<file path="config.mk">
export PLATFORM = sky130hd
export DESIGN_NAME = reed_solomon_systematic_encoder_core
export DESIGN_NICKNAME = d
export VERILOG_FILES = /design/src/hdl/rsenc_pkg.sv /design/src/hdl/reed_solomon_systematic_encoder_core.sv /design/src/hdl/rsenc_cell.sv /design/src/hdl/rsenc_ctrl.sv
export SDC_FILE = /design/constraint.sdc
export NUM_CORES = 2
export LEC_CHECK = 0
export ABC_CLOCK_PERIOD_IN_PS = 11280
export BUFFER_PORTS_ARGS = -buffer_cell sky130_fd_sc_hd__buf_4
export CAP_MARGIN = 25
export CORE_MARGIN = 1
export CORE_UTILIZATION = 43
export DETAILED_ROUTE_END_ITERATION = 10
export PLACE_DENSITY = 0.57
export SETUP_SLACK_MARGIN = 0.1
export SLEW_MARGIN = 20
export SYNTH_ARGS = -nofsm -noshare
export SYNTH_HDL_FRONTEND = slang
export SYNTH_HIERARCHICAL = 1
export SYNTH_SLANG_ARGS = --single-unit
</file>
<file path="constraint.sdc">
create_clock -name clk -period 11.28 [get_ports clk]
set_input_delay 1.692 -clock clk [delete_from_list [all_inputs] [get_ports clk]]
set_output_delay 1.692 -clock clk [all_outputs]
set_load 0.02 [all_outputs]
</file>
<file path="src/hdl/rsenc_pkg.sv">
// Shared constants, cell control struct and GF(256) arithmetic for the RS encoder.
`timescale 1ns / 1ps

package rsenc_pkg;

	// Number of parity cells in the chain
	localparam int MAX_PARITY = 32;
	// Width of a parity count (holds 0..MAX_PARITY)
	localparam int CNT_W = $clog2(MAX_PARITY + 1);
	// Parity count after reset
	localparam logic [CNT_W-1:0] RESET_PARITY = CNT_W'(8);
	// Field reduction constant, x^8+x^4+x^3+x^2+1
	localparam logic [7:0] GF_REDUCE = 8'h1d;
	// Multiplicative identity, also the implicit leading generator coefficient
	localparam logic [7:0] GF_ONE = 8'h01;

	// Per-cycle control broadcast to every cell
	typedef struct packed {
		logic       build;       // generator build step
		logic       clear_coef;  // start of a build
		logic       clear_rem;   // drop the partial remainder
		logic       absorb;      // a data word enters the remainder
		logic       absorb_last; // that word closes the codeword
		logic       shift_par;   // parity bank moves one cell toward the output
		logic [7:0] root;        // current generator root during a build
	} rsenc_ctrl_t;

	// Multiply by alpha (x)
	function automatic logic [7:0] gf_xtime(input logic [7:0] a);
		gf_xtime = {a[6:0], 1'b0} ^ (a[7] ? GF_REDUCE : 8'h00);
	endfunction

	// GF(256) multiply, shift and add over the bits of b
	function automatic logic [7:0] gf_mul(input logic [7:0] a, input logic [7:0] b);
		logic [7:0] acc;
		logic [7:0] sh;
		acc = 8'h00;
		sh  = a;
		for (int k = 0; k < 8; k++) begin
			if (b[k])
				acc = acc ^ sh;
			sh = gf_xtime(sh);
		end
		gf_mul = acc;
	endfunction

endpackage

</file>
<file path="src/hdl/reed_solomon_systematic_encoder_core.sv">
// Top level of the systematic Reed-Solomon encoder over GF(256).
`timescale 1ns / 1ps

// Systematic RS encoder, field polynomial x^8+x^4+x^3+x^2+1, generator roots
// alpha^0 .. alpha^(P-1), P = parity_count (1..32, 0 reads as 1, larger as 32).
// Data words are taken one per cycle while in_stall is low; every cell of
// the chain updates its remainder byte with one GF multiply per word. The
// word flagged last_data loads the remainder into a parity bank, which
// shifts out P parity words, highest degree first, one per cycle while
// out_stall is low, as the next codeword's data is already taken in. The
// last data word of a codeword is held off while the bank still holds
// parity words, unless the final one leaves in that same cycle. After
// reset, and after every write of parity_count, the generator is rebuilt
// root by root (P = 8 after reset) by the same cell multipliers; no data
// word is taken during that time. A write of parity_count also clears any
// partially absorbed codeword.
module reed_solomon_systematic_encoder_core
	import rsenc_pkg::*;
(
	input  logic       clk,
	input  logic       arst_n,
	input  logic       parity_count_we,
	input  logic [5:0] parity_count,
	input  logic       in_valid,
	output logic       in_stall,
	input  logic [7:0] data_byte,
	input  logic       last_data,
	output logic       out_valid,
	input  logic       out_stall,
	output logic [7:0] parity_byte,
	output logic       last_parity
);

	rsenc_ctrl_t ctrl;
	logic [7:0]  coef_w [0:MAX_PARITY-1];
	logic [7:0]  rem_w  [0:MAX_PARITY];
	logic [7:0]  par_w  [0:MAX_PARITY];
	logic [7:0]  fb;

	// Sequencer and handshakes
	rsenc_ctrl u_ctrl (
		.clk       (clk),
		.arst_n    (arst_n),
		.cfg_we    (parity_count_we),
		.cfg_data  (parity_count),
		.in_valid  (in_valid),
		.in_last   (last_data),
		.in_stall  (in_stall),
		.out_valid (out_valid),
		.out_stall (out_stall),
		.out_last  (last_parity),
		.ctrl      (ctrl)
	);

	// Chain ends: nothing enters past the top cell
	assign rem_w[MAX_PARITY] = 8'h00;
	assign par_w[MAX_PARITY] = 8'h00;

	// Feedback from the head of the chain
	assign fb          = data_byte ^ rem_w[0];
	assign parity_byte = par_w[0];

	// Row of cells
	for (genvar i = 0; i < MAX_PARITY; i++) begin : g_cell
		logic [7:0] coef_left;

		if (i == 0) begin : g_head
			assign coef_left = GF_ONE;
		end else begin : g_body
			assign coef_left = coef_w[i-1];
		end

		rsenc_cell u_cell (
			.clk       (clk),
			.arst_n    (arst_n),
			.ctrl      (ctrl),
			.fb        (fb),
			.coef_left (coef_left),
			.rem_right (rem_w[i+1]),
			.par_right (par_w[i+1]),
			.coef_out  (coef_w[i]),
			.rem_out   (rem_w[i]),
			.par_out   (par_w[i])
		);
	end

endmodule

</file>
<file path="src/hdl/rsenc_cell.sv">
// One cell of the encoder chain: generator coefficient, remainder and parity bank.
`timescale 1ns / 1ps

module rsenc_cell
	import rsenc_pkg::*;
(
	input  logic        clk,
	input  logic        arst_n,
	input  rsenc_ctrl_t ctrl,
	input  logic [7:0]  fb,         // feedback word, data xor head remainder
	input  logic [7:0]  coef_left,  // coefficient of the cell before (build)
	input  logic [7:0]  rem_right,  // remainder of the cell after
	input  logic [7:0]  par_right,  // parity of the cell after
	output logic [7:0]  coef_out,
	output logic [7:0]  rem_out,
	output logic [7:0]  par_out
);

	logic [7:0] coef_q;
	logic [7:0] rem_q;
	logic [7:0] par_q;
	logic [7:0] mul_a;
	logic [7:0] mul_b;
	logic [7:0] prod;
	logic [7:0] rem_nxt;

	// Shared multiplier: root times left coefficient while building,
	// own coefficient times feedback while encoding
	always_comb begin
		mul_a   = ctrl.build ? coef_left : coef_q;
		mul_b   = ctrl.build ? ctrl.root : fb;
		prod    = gf_mul(mul_a, mul_b);
		rem_nxt = rem_right ^ prod;
	end

	// Generator coefficient: one factor (X + root) per build step
	always_ff @(posedge clk or negedge arst_n) begin
		if (!arst_n) begin
			coef_q <= 8'h00;
		end else if (ctrl.clear_coef) begin
			coef_q <= 8'h00;
		end else if (ctrl.build) begin
			coef_q <= coef_q ^ prod;
		end
	end

	// Remainder register, cleared when a codeword closes or on clear_rem
	always_ff @(posedge clk or negedge arst_n) begin
		if (!arst_n) begin
			rem_q <= 8'h00;
		end else if (ctrl.clear_rem || ctrl.absorb_last) begin
			rem_q <= 8'h00;
		end else if (ctrl.absorb) begin
			rem_q <= rem_nxt;
		end
	end

	// Parity bank: loads the final remainder, then shifts out
	always_ff @(posedge clk) begin
		if (ctrl.absorb_last) begin
			par_q <= rem_nxt;
		end else if (ctrl.shift_par) begin
			par_q <= par_right;
		end
	end

	assign coef_out = coef_q;
	assign rem_out  = rem_q;
	assign par_out  = par_q;

endmodule

</file>
<file path="src/hdl/rsenc_ctrl.sv">
// Encoder control: generator build sequencer, parity word count and handshakes.
`timescale 1ns / 1ps

module rsenc_ctrl
	import rsenc_pkg::*;
(
	input  logic        clk,
	input  logic        arst_n,
	input  logic        cfg_we,
	input  logic [5:0]  cfg_data,
	input  logic        in_valid,
	input  logic        in_last,
	output logic        in_stall,
	output logic        out_valid,
	input  logic        out_stall,
	output logic        out_last,
	output rsenc_ctrl_t ctrl
);

	logic [CNT_W-1:0] pcount_q;
	logic [CNT_W-1:0] build_cnt_q;
	logic [CNT_W-1:0] out_cnt_q;
	logic [7:0]       root_q;
	logic [CNT_W-1:0] cfg_count;
	logic             building;
	logic             bank_free;
	logic             in_acc;
	logic             out_acc;

	// Clamp the written count to 1..MAX_PARITY
	always_comb begin
		if (cfg_data == 6'd0)
			cfg_count = CNT_W'(1);
		else if (32'(cfg_data) > MAX_PARITY)
			cfg_count = CNT_W'(MAX_PARITY);
		else
			cfg_count = CNT_W'(cfg_data);
	end

	// Handshakes; no word is taken while building, and a closing word waits until the parity bank can take it
	always_comb begin
		building  = (build_cnt_q != '0);
		out_valid = (out_cnt_q != '0);
		out_last  = (out_cnt_q == CNT_W'(1));
		bank_free = (out_cnt_q == '0) || (out_last && !out_stall);
		in_stall  = building || (in_last && !bank_free);
		in_acc    = in_valid && !in_stall;
		out_acc   = out_valid && !out_stall;
	end

	// Cell control
	always_comb begin
		ctrl.build       = building;
		ctrl.clear_coef  = cfg_we;
		ctrl.clear_rem   = cfg_we;
		ctrl.absorb      = in_acc;
		ctrl.absorb_last = in_acc && in_last;
		ctrl.shift_par   = out_acc;
		ctrl.root        = root_q;
	end

	// Generator build: one root per cycle, alpha^0 upward
	always_ff @(posedge clk or negedge arst_n) begin
		if (!arst_n) begin
			pcount_q    <= RESET_PARITY;
			build_cnt_q <= RESET_PARITY;
			root_q      <= GF_ONE;
		end else if (cfg_we) begin
			pcount_q    <= cfg_count;
			build_cnt_q <= cfg_count;
			root_q      <= GF_ONE;
		end else if (building) begin
			build_cnt_q <= build_cnt_q - CNT_W'(1);
			root_q      <= gf_xtime(root_q);
		end
	end

	// Parity words left in the bank
	always_ff @(posedge clk or negedge arst_n) begin
		if (!arst_n) begin
			out_cnt_q <= '0;
		end else if (in_acc && in_last) begin
			out_cnt_q <= pcount_q;
		end else if (out_acc) begin
			out_cnt_q <= out_cnt_q - CNT_W'(1);
		end
	end

	a_out_cnt_bound: assert property (@(posedge clk) disable iff (!arst_n)
		out_cnt_q <= pcount_q)
		else $error("parity count exceeds active parity count");

	a_build_bound: assert property (@(posedge clk) disable iff (!arst_n)
		build_cnt_q <= pcount_q)
		else $error("build counter exceeds active parity count");

	a_pcount_range: assert property (@(posedge clk) disable iff (!arst_n)
		(pcount_q != '0) && (32'(pcount_q) <= MAX_PARITY))
		else $error("active parity count out of range");

	a_load_count: assert property (@(posedge clk) disable iff (!arst_n)
		(in_acc && in_last && !cfg_we) |=> (out_cnt_q == $past(pcount_q)))
		else $error("parity bank not loaded with full count");

	a_drain_step: assert property (@(posedge clk) disable iff (!arst_n)
		(out_acc && !(in_acc && in_last)) |=> (out_cnt_q == $past(out_cnt_q) - CNT_W'(1)))
		else $error("parity count did not step on output word");

endmodule
</file>
==> impl_metrics.env <==
export IMPL_clk_latency_ns=0.76
export IMPL_crit_path_start_kind="register"
export IMPL_hold_depth=1
export IMPL_post_place_cells=13100
export IMPL_die_w_microns=489
export IMPL_path_common_cell="xnor3_1"
export IMPL_htree_levels=3
export IMPL_setup_worst_path_end="g_cell[24].u_cell/par_out[5]$_DFFE_PP_"
export IMPL_die_h_microns=489
export IMPL_dieArea_sq_um=239000
export IMPL_fillCellCount=22400
export IMPL_clock_skew_ns=0.0436
export IMPL_cap_violations=0
export IMPL_antenna_found_initial=6
export IMPL_hold_viol_final=0
export IMPL_coreArea_sq_um=235000
export IMPL_route_detailed_drc=0
export IMPL_layout_common_cells="nor2_1 (1,551), xnor2_1 (1,168), xor2_1 (618), xnor3_1 (575), a21oi_1 (542)"
export IMPL_rsz0062_at_grt="no"
export IMPL_r2r_end="g_cell[24].u_cell/par_out[5]$_DFFE_PP_"
export IMPL_rows=178
export IMPL_post_cts_resized=0
export IMPL_grt_pass1_wl_mm=498
export IMPL_drive_above_1_share_pct=12.1
export IMPL_pwr_share_seq_pct=15.1
export IMPL_ys_seq_area_share_pct=20.8
export IMPL_swShare_pct=48.0
export IMPL_routed_wl_mm=328
export IMPL_areaGrowthSynthToFinish_pct=4.67
export IMPL_end_kind="register"
export IMPL_syn_instance_count=10500
export IMPL_grt_pass1_vias=78100
export IMPL_reg2reg_depth=11
export IMPL_synthesis_area_sq_um=102000
export IMPL_clkPwrFrac_pct=10.9
export IMPL_crit_required_ns=11.78
export IMPL_drtIter0Drc=7661
export IMPL_hold_path_class="register to register"
export IMPL_fin_crit_ns=5.68
export IMPL_finalCritPeriodShare_pct=50.3
export IMPL_ys_types=79
export IMPL_synth_ff_type="dfrtp_1"
export IMPL_cts_root_buffer="clkbuf_16"
export IMPL_antenna_left=0
export IMPL_p_per_area_nw_per_um2=312
export IMPL_io_buffers=30
export IMPL_num_vias=80900
export IMPL_nets=10100
export IMPL_finalSetupTns_ns=0
export IMPL_avgViaCountPerCell=6.09
export IMPL_worstSetupPathType="register to register"
export IMPL_synth_edf_count=256
export IMPL_ys_warn_count=6
export IMPL_power_leakage_nw=44.7
export IMPL_path_max_fanout=114
export IMPL_post_route_util_pct=45.3
export IMPL_grt_usage_pct=26.8
export IMPL_r2r_start="u_ctrl/build_cnt_q[3]$_DFFE_PN1P_"
export IMPL_intPower_w=0.0173
export IMPL_cpPeakStageDelay_ns=0.82
export IMPL_dpl_worst_slack_ns=5.31
export IMPL_total_power_w=0.0332
export IMPL_status="complete, no violations"
export IMPL_power_switching_w=0.0159
export IMPL_crit_arrival_ns=6.18
export IMPL_grt_max_degree=157
export IMPL_firstDrtPassIters=6
export IMPL_fin_ws_ns=5.60
export IMPL_clk_pin_slew_ns=0.06
export IMPL_cts_buffer_depth=3
export IMPL_postSynthAreaPerCell_sq_um=9.74
export IMPL_final_common_cell="nor2_1"
export IMPL_timing_slew_headroom_pct=24.0
export IMPL_overflow=0
export IMPL_cts_setup_buffers=0
export IMPL_worstMarginPinSlew_ns=1.14
export IMPL_cts_tree="built"
export IMPL_wl_per_cell_microns=24.7
export IMPL_slew_violations=0
export IMPL_post_dp_hpwl_mm=215
export IMPL_cts_buffers_inserted=104
export IMPL_comb_power_share_pct=74.0
export IMPL_synthArstFlopShare_pct=67.8
export IMPL_worst_path_max_delay_cell="buf_4"
export IMPL_fmax_mhz=176
export IMPL_rrSetupSlack_ns=5.60
export IMPL_cts_sinks=794
export IMPL_holdBufCountCts=0
export IMPL_crit_chain="nor2_1, nand3_4, buf_12, buf_4, inv_8, mux2i_4, xnor3_1, nand2_1, xnor3_1, xnor3_1, mux2_2"
export IMPL_io_pins=31
export IMPL_ys_seq_elements=794
export IMPL_start_util_pct=43.3
export IMPL_crit_start="u_ctrl/build_cnt_q[3]$_DFFE_PN1P_"
export IMPL_stdcell_count=13300
export IMPL_gp_congestion=0.936
export IMPL_ir_worst_vdd_mv=0.329
export IMPL_setup_violations=0
## Yosys cell counts (35+ instances only)
cell / n / share of area [%]
nor2b_1: 233 / 1.4
clkbuf_1: 259 / 0.96
buf_4: 37 / 0.27
nor3_1: 98 / 0.48
dfrtp_1: 535 / 13
a32oi_1: 160 / 1.4
xnor3_1: 575 / 13
xnor2_1: 1168 / 10
a21oi_1: 543 / 2.7
buf_2: 170 / 0.84
o211ai_1: 279 / 2.1
or3_1: 95 / 0.58
a211oi_1: 72 / 0.53
a21o_1: 95 / 0.70
buf_6: 128 / 1.4
nand2b_1: 70 / 0.43
mux2i_2: 35 / 0.47
nand3_1: 190 / 0.93
a22oi_1: 163 / 1.2
a31o_2: 93 / 0.80
and2_1: 64 / 0.39
nor2_1: 1552 / 5.7
mux2i_1: 524 / 5.2
xor2_1: 626 / 5.4
xor3_1: 65 / 1.5
o21ai_0: 203 / 1.0
edfxtp_1: 256 / 7.6
a211o_1: 249 / 2.1
mux2_2: 286 / 3.2
nand2_1: 361 / 1.3
nand3b_1: 125 / 0.92
inv_1: 44 / 0.16
mux2i_4: 126 / 2.8
a2111oi_0: 62 / 0.53
nand4_1: 64 / 0.39
o211a_1: 62 / 0.61
## critical path, delay by kind of cell (launching register included)
| family | cells | cell delay [ns] |
|---|---|---|
| multiplexers | 2 | 0.84 |
| buffers and inverters | 3 | 1.57 |
| flip-flops | 1 | 0.55 |
| AND/OR/NAND/NOR | 3 | 0.85 |
| XOR/XNOR | 3 | 1.34 |
## sequential cells by signal, summed over array words and instances (netlist names)
signal	count
g_cell.u_cell/coef_out	256
g_cell.u_cell/par_out	256
g_cell.u_cell/rem_out	256
u_ctrl/root_q	8
u_ctrl/build_cnt_q	6
u_ctrl/out_cnt_q	6
u_ctrl/pcount_q	6
## final cells by class
cell class	instances	area, sq um	share of cell area [%]
Timing Repair Buffer	111	1140	1.07
Multi-Input combinational cell	8958	76100	71.5
Inverter	75	514	0.483
Tap cell	3150	3940	3.70
Sequential cell	794	21200	19.9
Clock buffer	135	2900	2.73
Clock inverter	62	726	0.681
Antenna cell	5	12.5	0.0117
## power by group through the flow
| stage | clock network [W] | registers, W | logic [W] |
|---|---|---|---|
| final | 0.00361 | 0.00502 | 0.0246 |
| after global routing | 0.00380 | 0.00510 | 0.0263 |
| after CTS | 0.00371 | 0.00501 | 0.0243 |
| after detailed placement | 0 | 0.00506 | 0.0241 |
| after global placement | 0 | 0.00506 | 0.0239 |
| after floorplan | 0 | 0.00411 | 0.0206 |
## routing by layer
metal	share of wire [%]	vias to the layer above	global-route usage (%)
met5	0.0040	-	0
met2	46	2992	43.2
met4	2.8	2	7.85
met1	45	40500	37.7
li1	-	36900	-
met3	6.1	538	2.87
## worst min-delay path by stage
stage	to	start
after floorplan	u_ctrl/out_cnt_q[4]$_DFFE_PN0P_	u_ctrl/pcount_q[4]$_DFFE_PN0P_
after global placement	u_ctrl/out_cnt_q[4]$_DFFE_PN0P_	u_ctrl/pcount_q[4]$_DFFE_PN0P_
after detailed placement	u_ctrl/out_cnt_q[4]$_DFFE_PN0P_	u_ctrl/pcount_q[4]$_DFFE_PN0P_
after CTS	u_ctrl/out_cnt_q[4]$_DFFE_PN0P_	u_ctrl/pcount_q[4]$_DFFE_PN0P_
after global routing	u_ctrl/out_cnt_q[4]$_DFFE_PN0P_	u_ctrl/pcount_q[4]$_DFFE_PN0P_
final	u_ctrl/out_cnt_q[4]$_DFFE_PN0P_	u_ctrl/pcount_q[4]$_DFFE_PN0P_
## per-stage QoR
stage | instance area, sq um | hold slack [ns]
after floorplan | 102000 | 0.449
after global placement | 103000 | 0.459
after detailed placement | 103000 | 0.467
after CTS | 107000 | 0.479
after global routing | 107000 | 0.490
final | 107000 | 0.477
## cells by family after synthesis
family	share of synthesized area, %
XOR/XNOR	31.6
AO/OA/AOI/OAI	16.2
buffers and inverters	4.71
adder cells (fa/ha/maj)	0.0492
other	0.00738
multiplexers	12.1
AND/OR/NAND/NOR	14.5
flip-flops	20.8
No activity file was read; power rests on OpenSTA's default activity.
